[config.mk]
export PLATFORM = sky130hd
export DESIGN_NAME = size_class_block_allocator_top
export DESIGN_NICKNAME = d
export VERILOG_FILES = /design/src/scba_pkg.sv /design/src/scba_ram.sv /design/src/size_class_block_allocator_top.sv
export SDC_FILE = /design/constraint.sdc
export NUM_CORES = 1
export LEC_CHECK = 0
export BUFFER_PORTS_ARGS = -buffer_cell sky130_fd_sc_hd__buf_2
export CAP_MARGIN = 0
export CORE_ASPECT_RATIO = 1.4
export CORE_MARGIN = 4
export CORE_UTILIZATION = 50
export DETAILED_ROUTE_END_ITERATION = 8
export PLACE_DENSITY = 0.66
export SYNTH_ARGS = -nofsm -noshare
export SYNTH_HDL_FRONTEND = slang
export SYNTH_SLANG_ARGS = --single-unit
[constraint.sdc]
create_clock -name i_clk -period 7.58 [get_ports i_clk]
set_clock_uncertainty 0.05 [all_clocks]
set_input_delay 0.758 -clock i_clk [delete_from_list [all_inputs] [get_ports i_clk]]
set_output_delay 0.758 -clock i_clk [all_outputs]
set_load 0.02 [all_outputs]
[src/scba_pkg.sv]
// Package for the size class block allocator.
// Holds the item structs, field widths, operation and status codes.
// No dependencies; used by the allocator top and its testbench.
package scba_pkg;

    localparam int REQ_W   = 10;
    localparam int CLASS_W = 4;
    localparam int SLOT_W  = 3;
    localparam int STAT_W  = 2;

    // Operation codes of an input item.
    localparam logic OP_ALLOC = 1'b0;
    localparam logic OP_FREE  = 1'b1;

    // Status codes of a result item.
    localparam logic [STAT_W-1:0] ST_OK        = 2'd0;
    localparam logic [STAT_W-1:0] ST_OOM       = 2'd1;
    localparam logic [STAT_W-1:0] ST_NOT_FOUND = 2'd2;

    typedef struct packed {
        logic               op;
        logic [REQ_W-1:0]   request_size;
        logic [CLASS_W-1:0] free_class;
        logic [SLOT_W-1:0]  free_slot;
    } t_in_item;

    typedef struct packed {
        logic [STAT_W-1:0]  status;
        logic [CLASS_W-1:0] grant_class;
        logic [SLOT_W-1:0]  grant_slot;
    } t_out_item;

endpackage

[src/scba_ram.sv]
// Generic single write port, single read port RAM with registered read.
// No dependencies.
module scba_ram #(
    parameter int WIDTH = 8,
    parameter int DEPTH = 16
) (
    input  logic                                 i_clk,
    input  logic                                 i_we,
    input  logic [(DEPTH > 1 ? $clog2(DEPTH) : 1)-1:0] i_waddr,
    input  logic [WIDTH-1:0]                     i_wdata,
    input  logic [(DEPTH > 1 ? $clog2(DEPTH) : 1)-1:0] i_raddr,
    output logic [WIDTH-1:0]                     o_rdata
);
    logic [WIDTH-1:0] r_mem [DEPTH];
    logic [WIDTH-1:0] r_rdata;

    // Write and registered read; a read in the cycle after a write sees new data.
    always_ff @(posedge i_clk) begin
        if (i_we) begin
            r_mem[i_waddr] <= i_wdata;
        end
        r_rdata <= r_mem[i_raddr];
    end

    assign o_rdata = r_rdata;
endmodule

[src/size_class_block_allocator_top.sv]
// Size class block allocator: an allocate scans the classes from the first fitting one
// upward and pops the top free entry of the first class with a free block; a request above
// the largest class gives out of memory at once. A free searches the used region of its class
// (at most BLOCKS_PER_CLASS entries) and swaps a hit with the boundary entry; a bad class or
// an empty used region gives not found. One item is in work at a time, the next is taken once
// the result has registered, and an output stall holds the result. Reset runs a clearing pass
// over all NUM_CLASSES*BLOCKS_PER_CLASS stack entries with no item taken. Depends on scba_pkg and scba_ram.
module size_class_block_allocator_top #(
    parameter int NUM_CLASSES      = 10,
    parameter int BLOCKS_PER_CLASS = 8
) (
    input  logic               i_clk,
    input  logic               i_rst_n,
    input  logic               i_in_valid,
    output logic               o_in_ready,
    input  scba_pkg::t_in_item i_in_data,
    output logic               o_out_valid,
    input  logic               i_out_ready,
    output scba_pkg::t_out_item o_out_data
);
    import scba_pkg::*;

    localparam int SD  = NUM_CLASSES * BLOCKS_PER_CLASS;
    localparam int SAW = (SD > 1) ? $clog2(SD) : 1;
    localparam int FAW = (NUM_CLASSES > 1) ? $clog2(NUM_CLASSES) : 1;
    localparam int FCW = $clog2(BLOCKS_PER_CLASS + 1);
    localparam int IW  = (BLOCKS_PER_CLASS > 1) ? $clog2(BLOCKS_PER_CLASS) : 1;

    typedef enum logic [12:0] {
        S_INIT  = 13'b0000000000001,
        S_IDLE  = 13'b0000000000010,
        S_A_RD  = 13'b0000000000100,
        S_A_CHK = 13'b0000000001000,
        S_A_SLT = 13'b0000000010000,
        S_F_RD  = 13'b0000000100000,
        S_F_CNT = 13'b0000001000000,
        S_S_RD  = 13'b0000010000000,
        S_S_CMP = 13'b0000100000000,
        S_W_RD  = 13'b0001000000000,
        S_W_WR  = 13'b0010000000000,
        S_W_FIN = 13'b0100000000000,
        S_DONE  = 13'b1000000000000
    } t_state;

    t_state              r_state, n_state;
    logic [SAW-1:0]      r_clr, n_clr;
    logic [IW-1:0]       r_clr_slot, n_clr_slot;
    logic                r_op, n_op;
    logic [CLASS_W-1:0]  r_cls, n_cls;
    logic [SAW-1:0]      r_base, n_base;
    logic [SLOT_W-1:0]   r_slot, n_slot;
    logic [FCW-1:0]      r_fc, n_fc;
    logic [IW-1:0]       r_idx, n_idx;
    logic [STAT_W-1:0]   r_status, n_status;
    logic [SLOT_W-1:0]   r_gslot, n_gslot;
    logic                r_out_valid, n_out_valid;
    t_out_item           r_out, n_out;

    logic                st_we;
    logic [SAW-1:0]      st_waddr, st_raddr;
    logic [SLOT_W-1:0]   st_wdata, st_rdata;
    logic                fc_we;
    logic [FAW-1:0]      fc_waddr, fc_raddr;
    logic [FCW-1:0]      fc_wdata, fc_rdata;

    logic [4:0]          first_fit;
    logic                in_acc;

    // Slot stacks of all classes, one row of BLOCKS_PER_CLASS entries per class.
    scba_ram #(.WIDTH(SLOT_W), .DEPTH(SD)) u_stack_ram (
        .i_clk   (i_clk),
        .i_we    (st_we),
        .i_waddr (st_waddr),
        .i_wdata (st_wdata),
        .i_raddr (st_raddr),
        .o_rdata (st_rdata)
    );

    // Free count per class.
    scba_ram #(.WIDTH(FCW), .DEPTH(NUM_CLASSES)) u_count_ram (
        .i_clk   (i_clk),
        .i_we    (fc_we),
        .i_waddr (fc_waddr),
        .i_wdata (fc_wdata),
        .i_raddr (fc_raddr),
        .o_rdata (fc_rdata)
    );

    // First class whose block size is at least the request; NUM_CLASSES if none.
    always_comb begin
        first_fit = 5'(NUM_CLASSES);
        for (int k = NUM_CLASSES - 1; k >= 0; k--) begin
            if ({7'd0, i_in_data.request_size} <= (17'd1 << k)) begin
                first_fit = 5'(k);
            end
        end
    end

    assign o_in_ready = (r_state == S_IDLE);
    assign in_acc     = i_in_valid && o_in_ready;

    // Sequencer: clearing pass, allocate scan and free search with swap.
    always_comb begin
        n_state     = r_state;
        n_clr       = r_clr;
        n_clr_slot  = r_clr_slot;
        n_op        = r_op;
        n_cls       = r_cls;
        n_base      = r_base;
        n_slot      = r_slot;
        n_fc        = r_fc;
        n_idx       = r_idx;
        n_status    = r_status;
        n_gslot     = r_gslot;
        n_out_valid = r_out_valid && !i_out_ready;
        n_out       = r_out;
        st_we       = 1'b0;
        st_waddr    = r_base + SAW'(r_idx);
        st_wdata    = r_slot;
        st_raddr    = r_base + SAW'(r_idx);
        fc_we       = 1'b0;
        fc_waddr    = r_cls[FAW-1:0];
        fc_wdata    = r_fc + FCW'(1);
        fc_raddr    = r_cls[FAW-1:0];

        case (r_state)
            S_INIT: begin
                st_we    = 1'b1;
                st_waddr = r_clr;
                st_wdata = SLOT_W'(r_clr_slot);
                fc_we    = ({1'b0, r_clr} < (SAW + 1)'(NUM_CLASSES));
                fc_waddr = r_clr[FAW-1:0];
                fc_wdata = FCW'(BLOCKS_PER_CLASS);
                n_clr    = r_clr + SAW'(1);
                if (r_clr_slot == IW'(BLOCKS_PER_CLASS - 1)) begin
                    n_clr_slot = '0;
                end else begin
                    n_clr_slot = r_clr_slot + IW'(1);
                end
                if (r_clr == SAW'(SD - 1)) begin
                    n_state = S_IDLE;
                end
            end
            S_IDLE: begin
                if (in_acc) begin
                    n_op    = i_in_data.op;
                    n_slot  = i_in_data.free_slot;
                    n_gslot = '0;
                    if (i_in_data.op == OP_ALLOC) begin
                        n_cls  = first_fit[CLASS_W-1:0];
                        n_base = SAW'(first_fit[CLASS_W-1:0]) * SAW'(BLOCKS_PER_CLASS);
                        if (first_fit < 5'(NUM_CLASSES)) begin
                            n_state = S_A_RD;
                        end else begin
                            n_status = ST_OOM;
                            n_state  = S_DONE;
                        end
                    end else begin
                        n_cls  = i_in_data.free_class;
                        n_base = SAW'(i_in_data.free_class) * SAW'(BLOCKS_PER_CLASS);
                        if ({1'b0, i_in_data.free_class} < 5'(NUM_CLASSES) &&
                            {1'b0, i_in_data.free_class} >= first_fit) begin
                            n_state = S_F_RD;
                        end else begin
                            n_status = ST_NOT_FOUND;
                            n_state  = S_DONE;
                        end
                    end
                end
            end
            S_A_RD: begin
                n_state = S_A_CHK;
            end
            S_A_CHK: begin
                if (fc_rdata == '0) begin
                    // Class empty: move on to the next larger class.
                    if (r_cls == CLASS_W'(NUM_CLASSES - 1)) begin
                        n_status = ST_OOM;
                        n_state  = S_DONE;
                    end else begin
                        n_cls   = r_cls + CLASS_W'(1);
                        n_base  = r_base + SAW'(BLOCKS_PER_CLASS);
                        n_state = S_A_RD;
                    end
                end else begin
                    // Pop: shrink the count and read the top free entry.
                    fc_we    = 1'b1;
                    fc_wdata = fc_rdata - FCW'(1);
                    st_raddr = r_base + SAW'(fc_rdata - FCW'(1));
                    n_state  = S_A_SLT;
                end
            end
            S_A_SLT: begin
                n_gslot  = st_rdata;
                n_status = ST_OK;
                n_state  = S_DONE;
            end
            S_F_RD: begin
                n_state = S_F_CNT;
            end
            S_F_CNT: begin
                n_fc  = fc_rdata;
                n_idx = IW'(BLOCKS_PER_CLASS - 1);
                if (fc_rdata == FCW'(BLOCKS_PER_CLASS)) begin
                    n_status = ST_NOT_FOUND;
                    n_state  = S_DONE;
                end else begin
                    n_state = S_S_RD;
                end
            end
            S_S_RD: begin
                n_state = S_S_CMP;
            end
            S_S_CMP: begin
                // Search the used region from the top down to the free boundary.
                if (st_rdata == r_slot) begin
                    n_state = S_W_RD;
                end else if (FCW'(r_idx) == r_fc) begin
                    n_status = ST_NOT_FOUND;
                    n_state  = S_DONE;
                end else begin
                    n_idx   = r_idx - IW'(1);
                    n_state = S_S_RD;
                end
            end
            S_W_RD: begin
                st_raddr = r_base + SAW'(r_fc);
                n_state  = S_W_WR;
            end
            S_W_WR: begin
                // Boundary entry moves to the hit position.
                st_we    = 1'b1;
                st_wdata = st_rdata;
                n_state  = S_W_FIN;
            end
            S_W_FIN: begin
                // Freed slot lands on the boundary and the count grows.
                st_we    = 1'b1;
                st_waddr = r_base + SAW'(r_fc);
                st_wdata = r_slot;
                fc_we    = 1'b1;
                n_status = ST_OK;
                n_state  = S_DONE;
            end
            S_DONE: begin
                if (!r_out_valid || i_out_ready) begin
                    n_out_valid = 1'b1;
                    n_out.status = r_status;
                    if (r_op == OP_ALLOC && r_status == ST_OK) begin
                        n_out.grant_class = r_cls;
                        n_out.grant_slot  = r_gslot;
                    end else begin
                        n_out.grant_class = '0;
                        n_out.grant_slot  = '0;
                    end
                    n_state = S_IDLE;
                end
            end
            default: begin
                n_state = S_INIT;
            end
        endcase
    end

    // Control state with synchronous reset.
    always_ff @(posedge i_clk) begin
        if (!i_rst_n) begin
            r_state     <= S_INIT;
            r_clr       <= '0;
            r_clr_slot  <= '0;
            r_out_valid <= 1'b0;
        end else begin
            r_state     <= n_state;
            r_clr       <= n_clr;
            r_clr_slot  <= n_clr_slot;
            r_out_valid <= n_out_valid;
        end
    end

    // Payload registers.
    always_ff @(posedge i_clk) begin
        r_op     <= n_op;
        r_cls    <= n_cls;
        r_base   <= n_base;
        r_slot   <= n_slot;
        r_fc     <= n_fc;
        r_idx    <= n_idx;
        r_status <= n_status;
        r_gslot  <= n_gslot;
        r_out    <= n_out;
    end

    assign o_out_valid = r_out_valid;
    assign o_out_data  = r_out;

    // An accepted item always leaves the idle state.
    a_leave_idle: assert property (@(posedge i_clk) disable iff (!i_rst_n)
        in_acc |=> (r_state != S_IDLE))
        else $error("item accepted but sequencer stayed idle");

    // No RAM write while waiting for an item.
    a_idle_no_write: assert property (@(posedge i_clk) disable iff (!i_rst_n)
        (r_state == S_IDLE) |-> (!st_we && !fc_we))
        else $error("RAM write while idle");

    // The free search never goes below the free boundary.
    a_search_range: assert property (@(posedge i_clk) disable iff (!i_rst_n)
        (r_state == S_S_CMP) |-> (FCW'(r_idx) >= r_fc))
        else $error("free search below boundary");

    // Results other than ok carry no grant.
    a_grant_zero: assert property (@(posedge i_clk) disable iff (!i_rst_n)
        (o_out_valid && o_out_data.status != ST_OK) |->
        (o_out_data.grant_class == '0 && o_out_data.grant_slot == '0))
        else $error("grant fields set on failed item");

endmodule

Word level (Yosys, flattened, before mapping)

Memories as Yosys holds them, arrays and structs flattened. A register that Yosys moved wholly into a read port is not among the register bits.
Index checks and enable logic that the tools add are counted.

Register bits: 60
Bits in latches: 0
RAM bits: 280
Memory bits (read-only): 0
Input port bits: 22
Output and inout bits: 11
Word-level logic and storage cells: 160
Memories: 2

Memories:

| memory            | words | bits a word | read ports | clocked after Yosys merged registers in | write ports | line           | RTL |
|---|---|---|---|---|---|---|---|
| u_stack_ram.r_mem | 80    | 3           | 1          | 1                                       | 1           | scba_ram.sv:14 | `logic [WIDTH-1:0] r_mem [DEPTH];` |
| u_count_ram.r_mem | 10    | 4           | 1          | 1                                       | 1           | scba_ram.sv:14 |  |

Add/subtract/negate cells: 11
Multiply operators: 0
Divide/modulo/power cells: 0
Magnitude comparators: 14
Eq/ne operators: 31
Shifts and indexed selects: 0
Muxes and demuxes: 64
Bitwise gates (word level): 1
Reductions and logical operators: 22

Operator list:

| kind                                                                     | number |
|---|---|
| 13-bit one-hot mux with 12 select lines                                  | 1 |
| 13-bit two-way mux                                                       | 11 |
| 5-bit two-way mux                                                        | 9 |
| 7-bit one-hot mux with 2 select lines                                    | 3 |
| 7-bit two-way mux                                                        | 5 |
| 4-bit two-way mux                                                        | 6 |
| 2-bit two-way mux                                                        | 10 |
| 2-bit != test (second input constant)                                    | 9 |
| 3-bit one-hot mux with 2 select lines                                    | 3 |
| 4-bit one-hot mux with 2 select lines                                    | 2 |
| 13-bit by 1-bit equality test with 1-bit output (second input constant)  | 1 |
| 13-bit by 10-bit equality test with 1-bit output (second input constant) | 1 |
| 13-bit by 11-bit equality test with 1-bit output (second input constant) | 1 |
| 13-bit by 12-bit equality test with 1-bit output (second input constant) | 1 |
| 13-bit equality test (second input constant)                             | 1 |
| 13-bit by 2-bit equality test with 1-bit output (second input constant)  | 1 |
| 13-bit by 3-bit equality test with 1-bit output (second input constant)  | 1 |
| 13-bit by 4-bit equality test with 1-bit output (second input constant)  | 1 |
| 13-bit by 5-bit equality test with 1-bit output (second input constant)  | 1 |
| 13-bit by 6-bit equality test with 1-bit output (second input constant)  | 1 |
| 13-bit by 7-bit equality test with 1-bit output (second input constant)  | 1 |
| 13-bit by 8-bit equality test with 1-bit output (second input constant)  | 1 |
| 13-bit by 9-bit equality test with 1-bit output (second input constant)  | 1 |
| 3-bit two-way mux                                                        | 4 |
| 48 further kinds                                                         | 67 |

Depth between registers and ports, before layout

Depth after elaboration: 17
Gate-level depth with buffers: 16

Modules after synthesis

Synthesis repeated with hierarchy kept, for this count alone.

Cell total of the unflattened synthesis: 1044
Area total of the unflattened synthesis: 15442.3 um2

By module, submodules not included:

| module                         | instances | cells an instance | area an instance (um2) | sequential area each (um2) |
|---|---|---|---|---|
| scba_ram (u_stack_ram)         | 1         | 504               | 9756.9                 | 7267.0 |
| size_class_block_allocator_top | 1         | 446               | 3977.6                 | 1471.4 |
| scba_ram (u_count_ram)         | 1         | 94                | 1707.9                 | 1281.2 |

Worst setup path before layout

OpenSTA, ideal clock, no wires.

Path type: flip-flop to flip-flop
Start: reg r_state[4]
End: mem u_stack_ram.r_mem[0][0] in the netlist's numbering, data pin
Library setup time: 395 ps
Arrival time: 3235 ps
Setup slack: 3900 ps
Cell stages (with the launch flop): 8
Clock period less this slack: 3680 ps
Cell sequence: dfxtp_1 -> or4_1 -> buf_2 -> nor4_1 -> clkbuf_1 -> buf_1 -> a22oi_1 -> nand2_1

Word-level cells in the longest chain between the ends: 2
Elaborated cells on any way between the ends: 3

RTL lines:

| element                                                                                                             | line                                  | RTL |
|---|---|---|
| start: declaration                                                                                                  | size_class_block_allocator_top.sv:45  | `t_state r_state, n_state;` |
| start signal: assignment                                                                                            | size_class_block_allocator_top.sv:273 | `r_state <= n_state;` |
| 13-bit by 11-bit equality test with 1-bit output or 13-bit by 1-bit equality test with 1-bit output (tied branches) | size_class_block_allocator_top.sv:126 | `case (r_state)` |
| 3-bit one-hot mux with 2 select lines (*)                                                                           | size_class_block_allocator_top.sv:126 |  |
| named net st_wdata[0]                                                                                               | size_class_block_allocator_top.sv:61  | `logic [SLOT_W-1:0] st_wdata, st_rdata;` |
| end: declaration                                                                                                    | scba_ram.sv:14                        |  |

Mark *: on every way through the listed nets, which the timed path passes. The rest lies on a longest branch.

Final worst setup path

Start: reg r_state[4]
End: reg u_stack_ram.r_rdata[2] (netlist: u_stack_ram.o_rdata[2]) (read register of u_stack_ram.r_mem)

Word-level cells in the longest chain between the ends: 2
Elaborated cells on any way between the ends: 3

RTL lines:

| element                                                                                                             | line                                  | RTL |
|---|---|---|
| 13-bit by 10-bit equality test with 1-bit output or 13-bit by 4-bit equality test with 1-bit output (tied branches) | size_class_block_allocator_top.sv:126 |  |
| 7-bit one-hot mux with 2 select lines (*)                                                                           | size_class_block_allocator_top.sv:126 |  |
| end: declaration                                                                                                    | scba_ram.sv:15                        | `logic [WIDTH-1:0] r_rdata;` |

Every way passes the cells marked *; elsewhere a longest branch is shown, timed or not.
A chain may end at the register's enable or synchronous reset.

==> load_flow_metrics.sql <==
INSERT INTO impl_metrics (metric_group, metric, value, unit) VALUES
('run_status', 'status', 'completed', ''),
('floorplanning', 'placeableCoreArea', '0.03071', 'mm2'),
('grt', 'grt_use_total', '0.2143', ''),
('logic_synthesis', 'yosys.area_share.adder', '0.01575', ''),
('logic_synthesis', 'per_instance_average_area_after_synthesis', '13.60', 'um2'),
('floorplanning', 'die_span_in_x', '157.1', 'um'),
('floorplanning', 'fp-row-count', '76', ''),
('critical_path', 'timing.critical_path.to_type', 'register', ''),
('logic_synthesis', 'synth_top_family_by_area', 'simple AND/OR/NAND/NOR gates', ''),
('finish', 'n_fill_cell', '2499', ''),
('logic_synthesis', 'syn-num-nets', '1186', ''),
('critical_path', 'worst_path_dominant_cell_family', 'simple AND/OR/NAND/NOR gates', ''),
('finish', 'area_delta_synth_final', '9.539', '%'),
('logic_synthesis', 'post_synth_mux_area_share', '0.09868', ''),
('logic_synthesis', 'synth_top_cell_by_area', 'sky130_fd_sc_hd__edfxtp_1', ''),
('logic_synthesis', 'post_synth_num_cell_types', '81', ''),
('finish', 'drive_gt1_frac', '0.1457', ''),
('logic_synthesis', 'synth_top_cells_by_area', 'sky130_fd_sc_hd__edfxtp_1, sky130_fd_sc_hd__mux4_2, sky130_fd_sc_hd__dfxtp_1', ''),
('grt', 'via_count_of_the_first_global_routing_pass', '9814', ''),
('timing', 'finalHoldViolCount', '0', ''),
('clocking', 'clock_latency_on_the_worst_skew_pair', '0.52', 'ns'),
('clocking', 'cts_hold_buffers', '0', ''),
('finish', 'layout_commonest_cell', 'sky130_fd_sc_hd__edfxtp_1', ''),
('power', 'fin_total_pwr', '0.005077', 'W'),
('logic_synthesis', 'netlist_area', '0.01557', 'mm2'),
('logic_synthesis', 'synthFlopType', 'sky130_fd_sc_hd__edfxtp_1', ''),
('timing', 'fin_ws', '2.994', 'ns'),
('detailed_routing', 'vias_cell', '6.015', ''),
('power', 'clock_power_share', '0.326', ''),
('logic_synthesis', 'synth-compound-area-share', '0.07425', ''),
('critical_path', 'critPathKind', 'register to register', ''),
('grt', 'grt_pass1_wl', '55540', 'um'),
('power', 'power.internal', '0.003627', 'W'),
('critical_path', 'crit_chain', 'or4_1, or3_1, o21ai_2, and2_4, buf_4, mux4_2, nor2_1, a41oi_1, o31ai_1, o211ai_2', ''),
('finish', 'nets', '1210', ''),
('clocking', 'cts_sinks', '344', ''),
('clocking', 'cts_root_buf', 'sky130_fd_sc_hd__clkbuf_16', ''),
('detailed_routing', 'drtIter0Drc', '690', ''),
('logic_synthesis', 'synth_xor_area_frac', '0.01350', ''),
('critical_path', 'critical-path-max-stage-delay', '0.68', 'ns'),
('grt', 'grt_antenna_before_repair', '0', ''),
('power', 'p_leak', '5.954', 'nW'),
('critical_path', 'crit_fanout', '43', ''),
('critical_path', 'cp-start-kind', 'register', ''),
('timing', 'slew_headroom', '0.2301', ''),
('placed_design', 'routabilityCongestion', '0.9068', ''),
('clocking', 'max_root_sink_buffers', '3', ''),
('logic_synthesis', 'synth-edff-count', '313', ''),
('clocking', 'post_cts_resized', '0', ''),
('logic_synthesis', 'synth_top_cell_area_share', '0.6037', ''),
('critical_path', 'timing.critical_path.slowest_stage_cell', 'sky130_fd_sc_hd__or4_1', ''),
('power', 'netSwitchingPower', '0.001450', 'W'),
('power', 'seqPwrFrac', '0.498', ''),
('logic_synthesis', 'yosys_warnings', '0', ''),
('logic_synthesis', 'seq_total_area_yosys', '0.6435', ''),
('logic_synthesis', 'gate_count_after_technology_mapping', '1145', ''),
('critical_path', 'critical_path_buf_inv_count', '1', ''),
('finish', 'antenna_cells', '0', ''),
('logic_synthesis', 'yosys_register_bits', '344', ''),
('timing', 'tcrit_tclk_final', '0.6050', ''),
('clocking', 'cts_tree', 'done', ''),
('timing', 'post-route-min-period', '4.586', 'ns'),
('floorplanning', 'start_util', '0.5069', ''),
('power', 'pwr_density_cell', '297.7', 'mW/mm2'),
('clocking', 'clk_pin_slew_worst_paths', '0.06', 'ns'),
('floorplanning', 'ioPinCount', '33', ''),
('timing', 'timing.setup.tns', '0', 'ns'),
('clocking', 'postCtsSetupBuffers', '0', ''),
('worst_hold_path', 'holdCritPathClass', 'input port to register', ''),
('detailed_routing', 'drt_pass1_iterations', '5', ''),
('timing', 'timing_worst_slew_pin_value', '1.143', 'ns');
[worst register-to-register path, delay by kind of cell, from the launching register on]
family / cells / cell delay (ns)
multiplexers: 1 / 0.62
flip-flops: 1 / 0.35
AO/OA/AOI/OAI: 4 / 0.72
AND/OR/NAND/NOR: 4 / 2.03
buffers and inverters: 1 / 0.70
[per-stage QoR]
stage / hold WS, ns / utilization / cells / area [um2]
2_1_floorplan: 0.3778 / - / 1145 / 15570
3_3_place_gp: 0.3882 / 0.5199 / 1523 / 15970
3_5_place_dp: 0.3945 / 0.5199 / 1523 / 15970
4_1_cts: 0.3441 / 0.5553 / 1584 / 17060
5_1_grt: 0.3508 / 0.5553 / 1584 / 17060
6_report: 0.3629 / 0.5553 / 1584 / 17060
[power by group through the flow]
stage / clock [W] / combinational (W) / sequential (W)
floorplan: 0 / 0.000574 / 0.00255
global placement: 0 / 0.000886 / 0.00257
detailed placement: 0 / 0.000902 / 0.00257
CTS: 0.00169 / 0.000906 / 0.00253
global route: 0.00176 / 0.000982 / 0.00254
finish: 0.00166 / 0.000893 / 0.00253
[routing by layer]
metal / track usage / up-vias / wire length [um]
met3: 0.03620 / 99 / 1843
met1: 0.2436 / 4710 / 13060
met2: 0.3887 / 316 / 19300
li1: - / 4403 / -
met4: 0.1016 / 0 / 1863
met5: 0 / - / 0
[state kept, by name, summed over array words and instances, names as in the netlist, 4 cells and up]
register / flops
fc_raddr: 4
r_base: 4
o_out_data: 9
u_count_ram.o_rdata: 4
r_fc: 4
u_stack_ram.r_mem: 240
r_clr: 7
r_state: 13
u_count_ram.r_mem: 40
[path summary, 6_finish.rpt]
path                 from                      to  slack (ns)  depth (start not counted)
max            r_state[4]  u_stack_ram.o_rdata[2]        2.99                         10
min          i_in_data[2]               r_slot[2]        0.36                          1
max reg2reg    r_state[4]  u_stack_ram.o_rdata[2]        2.99                         10
min reg2reg   r_status[1]           o_out_data[8]        0.41                          0
[layout make-up]
class	instances	area (um2)	area share
Timing Repair Buffer	41	227.7	0.01335
Clock inverter	20	188.9	0.01108
Inverter	17	63.81	0.003741
Sequential cell	344	10020	0.5875
Multi-Input combinational cell	731	5169	0.3031
Clock buffer	41	898.4	0.05267
Tap cell	390	488.0	0.02861
[cells in the mapped netlist (12+ instances only)]
master,n
sky130_fd_sc_hd__edfxtp_1,313
sky130_fd_sc_hd__nor2_1,137
sky130_fd_sc_hd__nand2_1,112
sky130_fd_sc_hd__mux2i_1,50
sky130_fd_sc_hd__mux4_2,40
sky130_fd_sc_hd__a21oi_1,36
sky130_fd_sc_hd__nand3_1,35
sky130_fd_sc_hd__dfxtp_1,31
sky130_fd_sc_hd__clkbuf_1,27
sky130_fd_sc_hd__o21ai_0,25
sky130_fd_sc_hd__and2_1,24
sky130_fd_sc_hd__ha_1,18
sky130_fd_sc_hd__nor3_1,17
sky130_fd_sc_hd__a22oi_1,16
sky130_fd_sc_hd__inv_1,16
sky130_fd_sc_hd__nor2b_1,15
sky130_fd_sc_hd__xor2_1,14
sky130_fd_sc_hd__and3_1,12
sky130_fd_sc_hd__mux2_2,12
sky130_fd_sc_hd__nand2b_1,12
[cell families (layout without fill, tap and decap cells)]
family / Yosys count / after routing
AOI/OAI and AO/OA: 166 / 166
xor gates and xnor gates: 24 / 24
adders and majority gates: 19 / 19
buffers and inverters: 70 / 119
DFF: 344 / 344
muxes: 102 / 102
and+or+nand+nor: 420 / 420
Power figures use the tool's default switching activity.
